<file path="config.mk">
export PLATFORM = sky130hd
export DESIGN_NAME = cpu8_alu_with_flags_flat
export DESIGN_NICKNAME = d
export VERILOG_FILES = /design/src/rtl/core/c8alu_pkg.sv /design/src/rtl/core/c8alu_if.sv /design/src/rtl/core/cpu8_alu_with_flags.sv /design/src/flat_wrapper.sv
export SDC_FILE = /design/constraint.sdc
export NUM_CORES = 1
export LEC_CHECK = 0
export BUFFER_PORTS_ARGS = -buffer_cell sky130_fd_sc_hd__buf_2
export CELL_PAD_IN_SITES_DETAIL_PLACEMENT = 0
export CELL_PAD_IN_SITES_GLOBAL_PLACEMENT = 1
export CORE_MARGIN = 8
export CORE_UTILIZATION = 46
export CTS_BUF_LIST = sky130_fd_sc_hd__clkbuf_8
export CTS_CLUSTER_DIAMETER = 50
export DETAILED_ROUTE_END_ITERATION = 6
export HOLD_SLACK_MARGIN = 0.02
export PLACE_DENSITY = 0.86
export SETUP_SLACK_MARGIN = 0.1
export SLEW_MARGIN = 20
export SYNTH_ARGS = -nofsm -noshare
export SYNTH_HDL_FRONTEND = slang
export SYNTH_SLANG_ARGS = --single-unit
</file>
<file path="constraint.sdc">
create_clock -name clk -period 4.2 [get_ports clk]
set_input_delay 0.42 -clock clk [delete_from_list [all_inputs] [get_ports clk]]
set_output_delay 0.42 -clock clk [all_outputs]
set_load 0.02 [all_outputs]
</file>
<file path="src/rtl/core/c8alu_pkg.sv">
// Package: operation codes, flag positions and item types of the 8-bit CPU ALU.
package c8alu_pkg;

  // Operation kinds; codes 24..31 are no-ops.
  typedef enum logic [4:0] {
    K_ADC = 5'd0,
    K_SBC = 5'd1,
    K_AND = 5'd2,
    K_ORA = 5'd3,
    K_EOR = 5'd4,
    K_BIT = 5'd5,
    K_ASL = 5'd6,
    K_LSR = 5'd7,
    K_ROL = 5'd8,
    K_ROR = 5'd9,
    K_CMP = 5'd10,
    K_INC = 5'd11,
    K_DEC = 5'd12,
    K_ANC = 5'd13,
    K_ALR = 5'd14,
    K_ARR = 5'd15,
    K_SLO = 5'd16,
    K_RLA = 5'd17,
    K_SRE = 5'd18,
    K_RRA = 5'd19,
    K_DCP = 5'd20,
    K_ISC = 5'd21,
    K_SBX = 5'd22,
    K_XAA = 5'd23
  } kind_t;

  localparam int unsigned FLAG_C = 0;
  localparam int unsigned FLAG_Z = 1;
  localparam int unsigned FLAG_V = 6;
  localparam int unsigned FLAG_N = 7;

  localparam logic [7:0] XAA_MAGIC = 8'hEE;

  typedef struct packed {
    logic [4:0] kind;
    logic [7:0] acc_in;
    logic [7:0] x_in;
    logic [7:0] operand;
    logic [7:0] compare_reg;
    logic [7:0] status_in;
  } in_item_t;

  typedef struct packed {
    logic [7:0] acc_out;
    logic [7:0] x_out;
    logic [7:0] mem_out;
    logic [7:0] status_out;
  } out_item_t;

endpackage

</file>
<file path="src/rtl/core/c8alu_if.sv">
// Interfaces: valid/ready channels for ALU operations and ALU results.
interface c8alu_in_if;
  logic                 valid;
  logic                 ready;
  c8alu_pkg::in_item_t  data;

  modport source (output valid, output data, input ready);
  modport sink   (input valid, input data, output ready);
endinterface

interface c8alu_out_if;
  logic                 valid;
  logic                 ready;
  c8alu_pkg::out_item_t data;

  modport source (output valid, output data, input ready);
  modport sink   (input valid, input data, output ready);
endinterface

</file>
<file path="src/rtl/core/cpu8_alu_with_flags.sv">
// Top level: 8-bit CPU ALU (binary mode) with flag update, two register stages.
//
// Usage:
//   in_ch  carries one operation per transfer: kind, A, X, operand, compare
//          register and status byte. out_ch carries the new A, new X, the
//          write-back byte and the new status byte, one result per operation.
//   Path: an operation transfers into the input register; its result is
//   then loaded into the result register, which holds it until taken.
//   Throughput: one operation per cycle while out_ch takes results; the ALU
//   logic between the two registers is a single pass (one 8-bit adder, one
//   8-bit comparator, shifts and logic), so the stages stream back to back.
//   Stall: when out_ch.ready is low the result register holds; the input
//   register still takes a new operation if it is empty, so up to two
//   operations sit inside. in_ch.ready drops only when both are full and
//   the sink stalls.
//   Reset: rst_n low (synchronous) empties both stages; nothing else is kept.
//   Only C, Z, V and N of the status byte change; bits 5..2 pass through.
module cpu8_alu_with_flags (
  input  logic                clk,
  input  logic                rst_n,
  c8alu_in_if.sink            in_ch,
  c8alu_out_if.source         out_ch
);

  // ---- pipeline control ----
  logic                 in_vld_r;
  c8alu_pkg::in_item_t  in_item_r;
  logic                 out_vld_r;
  c8alu_pkg::out_item_t res_r;
  c8alu_pkg::out_item_t res_nxt;

  logic adv_out;   // result register loads this cycle
  logic adv_in;    // input register loads this cycle

  assign adv_out     = in_vld_r & (~out_vld_r | out_ch.ready);
  assign in_ch.ready = ~in_vld_r | adv_out;
  assign adv_in      = in_ch.valid & in_ch.ready;

  assign out_ch.valid = out_vld_r;
  assign out_ch.data  = res_r;

  always_ff @(posedge clk) begin
    if (!rst_n) begin
      in_vld_r  <= 1'b0;
      out_vld_r <= 1'b0;
    end else begin
      if (in_ch.ready) begin
        in_vld_r <= in_ch.valid;
      end
      if (~out_vld_r | out_ch.ready) begin
        out_vld_r <= in_vld_r;
      end
    end
  end

  always_ff @(posedge clk) begin
    if (adv_in) begin
      in_item_r <= in_ch.data;
    end
    if (adv_out) begin
      res_r <= res_nxt;
    end
  end

  // ---- ALU datapath ----
  logic [7:0] a, xr, op, st;
  logic       c_old;

  // shift / rotate / inc / dec results of the operand
  logic [7:0] op_asl, op_lsr, op_rol, op_ror, op_inc, op_dec;
  // logic results against A
  logic [7:0] a_and, a_ora, a_eor;

  // shared adder: sum = A + add_b + add_ci
  logic [7:0] add_b;
  logic       add_ci;
  logic [8:0] add_sum;
  logic       add_v;

  // shared comparator: cmp_reg - cmp_m
  logic [7:0] cmp_reg, cmp_m;
  logic [8:0] cmp_diff;

  logic [7:0] t_ax;     // A AND operand
  logic [7:0] arr_r;
  logic [7:0] acc_nxt, x_nxt, mem_nxt;
  logic       c_nxt, z_nxt, v_nxt, n_nxt;

  assign a     = in_item_r.acc_in;
  assign xr    = in_item_r.x_in;
  assign op    = in_item_r.operand;
  assign st    = in_item_r.status_in;
  assign c_old = st[c8alu_pkg::FLAG_C];

  assign op_asl = {op[6:0], 1'b0};
  assign op_lsr = {1'b0, op[7:1]};
  assign op_rol = {op[6:0], c_old};
  assign op_ror = {c_old, op[7:1]};
  assign op_inc = op + 8'd1;
  assign op_dec = op - 8'd1;

  assign a_and = a & op;
  assign a_ora = a | op;
  assign a_eor = a ^ op;
  assign t_ax  = a_and;
  assign arr_r = {c_old, t_ax[7:1]};

  // Adder operand select: SBC adds the inverted byte, ISC the inverted
  // incremented byte; RRA adds the rotated byte with carry taken from the rotate.
  always_comb begin
    add_b  = op;
    add_ci = c_old;
    unique case (in_item_r.kind)
      c8alu_pkg::K_SBC: add_b = ~op;
      c8alu_pkg::K_RRA: begin
        add_b  = op_ror;
        add_ci = op[0];
      end
      c8alu_pkg::K_ISC: add_b = ~op_inc;
      default: add_b = op;
    endcase
  end

  assign add_sum = {1'b0, a} + {1'b0, add_b} + {8'd0, add_ci};
  assign add_v   = ~(a[7] ^ add_b[7]) & (a[7] ^ add_sum[7]);

  // Comparator operand select: CMP uses the compare register, DCP compares
  // A with the decremented byte, SBX compares A AND X with the operand.
  always_comb begin
    cmp_reg = in_item_r.compare_reg;
    cmp_m   = op;
    unique case (in_item_r.kind)
      c8alu_pkg::K_DCP: begin
        cmp_reg = a;
        cmp_m   = op_dec;
      end
      c8alu_pkg::K_SBX: cmp_reg = a & xr;
      default: cmp_reg = in_item_r.compare_reg;
    endcase
  end

  assign cmp_diff = {1'b0, cmp_reg} - {1'b0, cmp_m};

  always_comb begin
    acc_nxt = a;
    x_nxt   = xr;
    mem_nxt = op;
    c_nxt   = st[c8alu_pkg::FLAG_C];
    z_nxt   = st[c8alu_pkg::FLAG_Z];
    v_nxt   = st[c8alu_pkg::FLAG_V];
    n_nxt   = st[c8alu_pkg::FLAG_N];
    unique case (in_item_r.kind)
      c8alu_pkg::K_ADC, c8alu_pkg::K_SBC, c8alu_pkg::K_ISC: begin
        acc_nxt = add_sum[7:0];
        c_nxt   = add_sum[8];
        v_nxt   = add_v;
        z_nxt   = (add_sum[7:0] == 8'd0);
        n_nxt   = add_sum[7];
        if (in_item_r.kind == c8alu_pkg::K_ISC) begin
          mem_nxt = op_inc;
        end
      end
      c8alu_pkg::K_AND: begin
        acc_nxt = a_and;
        z_nxt   = (a_and == 8'd0);
        n_nxt   = a_and[7];
      end
      c8alu_pkg::K_ORA: begin
        acc_nxt = a_ora;
        z_nxt   = (a_ora == 8'd0);
        n_nxt   = a_ora[7];
      end
      c8alu_pkg::K_EOR: begin
        acc_nxt = a_eor;
        z_nxt   = (a_eor == 8'd0);
        n_nxt   = a_eor[7];
      end
      c8alu_pkg::K_BIT: begin
        z_nxt = (a_and == 8'd0);
        v_nxt = op[6];
        n_nxt = op[7];
      end
      c8alu_pkg::K_ASL: begin
        mem_nxt = op_asl;
        c_nxt   = op[7];
        z_nxt   = (op_asl == 8'd0);
        n_nxt   = op_asl[7];
      end
      c8alu_pkg::K_LSR: begin
        mem_nxt = op_lsr;
        c_nxt   = op[0];
        z_nxt   = (op_lsr == 8'd0);
        n_nxt   = 1'b0;
      end
      c8alu_pkg::K_ROL: begin
        mem_nxt = op_rol;
        c_nxt   = op[7];
        z_nxt   = (op_rol == 8'd0);
        n_nxt   = op_rol[7];
      end
      c8alu_pkg::K_ROR: begin
        mem_nxt = op_ror;
        c_nxt   = op[0];
        z_nxt   = (op_ror == 8'd0);
        n_nxt   = op_ror[7];
      end
      c8alu_pkg::K_CMP, c8alu_pkg::K_DCP, c8alu_pkg::K_SBX: begin
        c_nxt = ~cmp_diff[8];
        z_nxt = (cmp_reg == cmp_m);
        n_nxt = cmp_diff[7];
        if (in_item_r.kind == c8alu_pkg::K_DCP) begin
          mem_nxt = op_dec;
        end
        if (in_item_r.kind == c8alu_pkg::K_SBX) begin
          x_nxt = cmp_diff[7:0];
        end
      end
      c8alu_pkg::K_INC: begin
        mem_nxt = op_inc;
        z_nxt   = (op_inc == 8'd0);
        n_nxt   = op_inc[7];
      end
      c8alu_pkg::K_DEC: begin
        mem_nxt = op_dec;
        z_nxt   = (op_dec == 8'd0);
        n_nxt   = op_dec[7];
      end
      c8alu_pkg::K_ANC: begin
        acc_nxt = a_and;
        z_nxt   = (a_and == 8'd0);
        n_nxt   = a_and[7];
        c_nxt   = a_and[7];
      end
      c8alu_pkg::K_ALR: begin
        acc_nxt = {1'b0, t_ax[7:1]};
        c_nxt   = t_ax[0];
        z_nxt   = (t_ax[7:1] == 7'd0);
        n_nxt   = 1'b0;
      end
      c8alu_pkg::K_ARR: begin
        acc_nxt = arr_r;
        z_nxt   = (arr_r == 8'd0);
        n_nxt   = arr_r[7];
        c_nxt   = arr_r[6];
        v_nxt   = arr_r[6] ^ arr_r[5];
      end
      c8alu_pkg::K_SLO: begin
        mem_nxt = op_asl;
        acc_nxt = a | op_asl;
        c_nxt   = op[7];
        z_nxt   = ((a | op_asl) == 8'd0);
        n_nxt   = a[7] | op_asl[7];
      end
      c8alu_pkg::K_RLA: begin
        mem_nxt = op_rol;
        acc_nxt = a & op_rol;
        c_nxt   = op[7];
        z_nxt   = ((a & op_rol) == 8'd0);
        n_nxt   = a[7] & op_rol[7];
      end
      c8alu_pkg::K_SRE: begin
        mem_nxt = op_lsr;
        acc_nxt = a ^ op_lsr;
        c_nxt   = op[0];
        z_nxt   = ((a ^ op_lsr) == 8'd0);
        n_nxt   = a[7];
      end
      c8alu_pkg::K_RRA: begin
        mem_nxt = op_ror;
        acc_nxt = add_sum[7:0];
        c_nxt   = add_sum[8];
        v_nxt   = add_v;
        z_nxt   = (add_sum[7:0] == 8'd0);
        n_nxt   = add_sum[7];
      end
      c8alu_pkg::K_XAA: begin
        acc_nxt = (a | c8alu_pkg::XAA_MAGIC) & xr & op;
        z_nxt   = (((a | c8alu_pkg::XAA_MAGIC) & xr & op) == 8'd0);
        // the magic constant sets bit 7, so A drops out of N
        n_nxt   = xr[7] & op[7];
      end
      default: begin
        // unused codes: everything passes through
        acc_nxt = a;
      end
    endcase
  end

  always_comb begin
    res_nxt.acc_out    = acc_nxt;
    res_nxt.x_out      = x_nxt;
    res_nxt.mem_out    = mem_nxt;
    res_nxt.status_out = {n_nxt, v_nxt, st[5:2], z_nxt, c_nxt};
  end

  // ---- assertions ----
  // status bits 5..2 never change
  a_status_pass: assert property (@(posedge clk) disable iff (!rst_n)
    adv_out |=> (res_r.status_out[5:2] == $past(in_item_r.status_in[5:2])))
    else $error("status bits 5..2 altered");

  // X changes only for SBX
  a_x_only_sbx: assert property (@(posedge clk) disable iff (!rst_n)
    (adv_out && (in_item_r.kind != c8alu_pkg::K_SBX))
      |=> (res_r.x_out == $past(in_item_r.x_in)))
    else $error("X modified by a kind other than SBX");

  // unused codes leave every field as it came in
  a_unused_noop: assert property (@(posedge clk) disable iff (!rst_n)
    (adv_out && (in_item_r.kind[4:3] == 2'b11))
      |=> ((res_r.acc_out == $past(in_item_r.acc_in))
        && (res_r.mem_out == $past(in_item_r.operand))
        && (res_r.status_out == $past(in_item_r.status_in))))
    else $error("unused kind changed an output");

  // a result only appears after an operation sat in the input register
  a_result_source: assert property (@(posedge clk) disable iff (!rst_n)
    $rose(out_vld_r) |-> $past(in_vld_r))
    else $error("result valid without a prior operation");

  // input register is never overwritten while its operation is still held
  a_no_overwrite: assert property (@(posedge clk) disable iff (!rst_n)
    (in_vld_r && !adv_out) |-> !adv_in)
    else $error("input register overwritten while holding an operation");

endmodule

</file>
<file path="src/flat_wrapper.sv">
// flat-port wrapper written by rule: the top's interface ports become plain ports
module cpu8_alu_with_flags_flat 
  (clk, rst_n, in_ch_valid, in_ch_data, in_ch_ready, out_ch_valid, out_ch_data, out_ch_ready);
  c8alu_in_if in_ch_i ();
  c8alu_out_if out_ch_i ();
  input  logic clk;
  input  logic rst_n;
  input wire logic [$bits(in_ch_i.valid)-1:0] in_ch_valid;
  input wire logic [$bits(in_ch_i.data)-1:0] in_ch_data;
  output wire logic [$bits(in_ch_i.ready)-1:0] in_ch_ready;
  output wire logic [$bits(out_ch_i.valid)-1:0] out_ch_valid;
  output wire logic [$bits(out_ch_i.data)-1:0] out_ch_data;
  input wire logic [$bits(out_ch_i.ready)-1:0] out_ch_ready;
  assign in_ch_i.valid = in_ch_valid;
  assign in_ch_i.data = in_ch_data;
  assign in_ch_ready = in_ch_i.ready;
  assign out_ch_valid = out_ch_i.valid;
  assign out_ch_data = out_ch_i.data;
  assign out_ch_i.ready = out_ch_ready;
  cpu8_alu_with_flags u_core (.clk(clk), .rst_n(rst_n), .in_ch(in_ch_i), .out_ch(out_ch_i));
endmodule
</file>
==> impl_metrics.toml <==
[synthesis]
syn_nets = 776
synth_top_family_by_area = "compound AO/OA/AOI/OAI gates"
synth_cells = 685
yosysSeqAreaShare_pct = 37.4
synth_xor_area_share_pct = 5.15
synthSimpleGateAreaFrac_pct = 20.4
synth_cell_types = 77
synth_adder_area_share_pct = 9.03
synth-compound-area-share_pct = 21.6
ys.flop_type = "edfxtp_1"
yosys-mux-area-fraction_pct = 0.358
syn-cell-area_um2 = 6290
synth-edff-count = 77
synthArstFlopShare_pct = 0
synth-seq-cells = 79
yosys_warnings = 0
avgSynthCellArea_um2 = 9.18

[clock_tree]
path_clk_slew_ns = 0.09
cts_made_buffers = 9
clkLatencyLatePin_ns = 0.38
clock_path_buffers = 2
hold_buffers = 0
cts_num_sinks = 79
h-tree-depth = 3
cts_tree = "yes"
cts-root-buf = "clkbuf_8"

[placed_design]
port_buffers = 82
placedInstanceArea_um2 = 6960
dpl.hpwl_um = 17400
finalWeightedCongestion = 1.01
place_worst_setup_slack_ns = 0.337

[sta]
tightest_slew_ns = 1.05
slew_violations = 0
worst_clock_skew_ns = 0.0136
hold_viol = 0
fmax_ghz = 0.253
fin_crit_ns = 3.95
setup_violations = 0
rsz0062_at_grt = "false"
fin_crit_sh_pct = 94.1
fin_setup_tns_ns = 0
setup_ws_ns = 0.246
slew_headroom_pct = 30.0
whs_ns = 0.210

[job]
max_cap_viol_count = 0

[layout]
diodes = 0
final_layout_size_suffix_gt1_share_pct = 20.8
design_area_um2 = 7190
n_fill_cell = 1228
num-nets-final = 857
area_growth_pct = 14.3

[pwr]
p_per_area_nw_per_um2 = 298
combPwrFrac_pct = 25.8
seq_power_share_pct = 45.8
intPower_mw = 1.42
swShare_pct = 33.6
vdd_ir_drop_max_v = 0.000237
leakage_nw = 2.78
switchingPower_uw = 720
power_frac_clock_pct = 28.4

[global_route]
grt_pass1_wl_um = 35300
grt_max_degree = 46
grt_pass1_vias = 6035
grtUsageTotal_pct = 25.9
grt-ovfl-total = 0
antenna_found_initial = 1

[worst_setup_path]
worstSetupPathType = "reg -> reg"
worstSetupEndpointType = "flip-flop"
critPathMaxFanout = 13
worstPathArrival_ns = 4.08
critPathRequiredTime_ns = 4.33
startpoint_type = "flip-flop"

[floorplanning]
die_h_um = 133
start_util_pct = 47.3
die_area_um2 = 17700
rows = 42
dieWidth_um = 133
placeableCoreArea_um2 = 13300
ios = 83

[detailed_routing]
initialDrtViolationCount = 863
vias = 6142
wl_per_cell_um = 24.4
via_per_inst = 6.49
drtPass1Iterations = 7
drtAntennaViolNets = 0
drc = 5
drt_wl_total_um = 23100

[outcome]
outcome = "complete, but fails checks"
violations = "design-rule violations"

[worst_hold_path]
hold_path_class = "in -> reg"
[stage by stage]
stage	power, mW	utilization, %	std cells
after floorplan	1.34	-	685
after global placement	1.53	52.4	930
after detailed placement	1.53	52.4	930
after CTS	2.14	53.9	946
after global routing	2.23	54.1	947
final	2.14	54.1	947
[power groups by stage]
stage	Clock, mW	Sequential (mW)	Combinational (mW)
finish	0.609	0.980	0.553
global route	0.642	0.984	0.600
CTS	0.624	0.979	0.542
detailed placement	0	0.996	0.537
global placement	0	0.995	0.535
floorplan	0	0.986	0.355
[cells in the final DEF (no fill, tap or decap), drive strengths merged, types with 4 or more instances in the layout]
cell type  count
clkinv         6
nor2          55
o22ai          5
nand2b        15
nand3         23
a211oi         6
or3            8
and3          10
xor2          12
clkbuf         9
a222oi         9
or4            6
edfxtp        77
xnor2         25
a22oi          8
a21oi         40
o21a           4
a2bb2oi        5
nand4         11
a31oi          8
inv           29
or4b           4
nand2         54
a221o          7
a32oi          6
a22o           4
o21ai         54
nor4          12
a221oi        14
nor2b          8
ha            39
buf          122
nor3          18
[cells in the mapped netlist (all sizes together) (9+ instances only)]
cell type	count	share of area, %
and3	10	1.0
buf	28	2.9
a222oi	9	1.4
inv	27	1.6
xor2	12	1.7
nor2	55	3.4
ha	39	7.8
a21oi	40	3.2
clkbuf	24	1.4
nand3	23	1.8
edfxtp	77	37
a221oi	14	2.1
o21ai	54	4.3
nand2b	15	1.5
nand4	11	1.1
nor3	18	1.5
nor4	12	1.2
xnor2	25	3.5
nand2	54	3.2
[registers in the layout, indices dropped and copies added (netlist names)]
signal               flops
u_core.xr                8
u_core.a                 8
u_core.out_ch.data      32
u_core.in_item_r        13
u_core.st                8
u_core.op                8
u_core.out_ch.valid      1
u_core.in_vld_r          1
[path summary, 6_finish.rpt]
check                       startpoint               endpoint  slack (ns)  depth (start not counted)
setup / recovery  u_core.in_item_r[43]  u_core.out_ch.data[1]        0.25                         15
hold / removal          in_ch_data[34]            u_core.a[2]        0.21                          1
setup reg to reg  u_core.in_item_r[43]  u_core.out_ch.data[1]        0.25                         15
hold reg to reg           u_core.st[2]  u_core.out_ch.data[2]        0.43                          0
[cells by family (layout without fill, tap and decap cells)]
group / after synthesis / count (layout)
multiplexers: 2 / 2
flip-flops: 79 / 79
adder cells (fa/ha/maj): 44 / 44
AND/OR/NAND/NOR: 244 / 244
XOR/XNOR: 37 / 37
AO/OA/AOI/OAI: 197 / 197
buffers and inverters: 82 / 168
[cell type report]
| type | count | area (um2) | share of cell area (%) |
|---|---|---|---|
| Clock buffer | 9 | 124 | 1.72 |
| Clock inverter | 7 | 80.1 | 1.11 |
| Inverter | 30 | 113 | 1.57 |
| Multi-Input combinational cell | 524 | 3560 | 49.6 |
| Sequential cell | 79 | 2350 | 32.7 |
| Tap cell | 176 | 220 | 3.06 |
| Timing Repair Buffer | 122 | 736 | 10.2 |
[critical path, stage by stage (launching register included)]
cell      delay (ns)
edfxtp_1        0.56
or3b_2          0.57
nor2_1          0.12
buf_4           0.19
nor3_1          0.09
o21ai_0         0.21
nand3_1         0.13
fa_1            0.39
inv_1           0.09
fa_1            0.21
nand2b_1        0.14
a21oi_1         0.11
o31a_1          0.28
nor3_1          0.37
or4_1           0.18
o21ai_1         0.06
[per-layer routing]
layer / global-route usage [%] / vias to the layer above / part of all wire, %
met2: 40.8 / 358 / 46
li1: - / 2771 / -
met1: 33.4 / 2951 / 42
met5: 0 / - / 0.043
met4: 11.8 / 2 / 3.4
met3: 5.45 / 60 / 9.3
[repair_timing]
action / CTS / global route
endpoints found under the hold margin: 0 / 0
setup buffers: 0 / 0
gates resized for setup: 0 / 1
setup endpoints to repair: 0 / 1
Note: power is estimated with default switching activity, not from simulation.
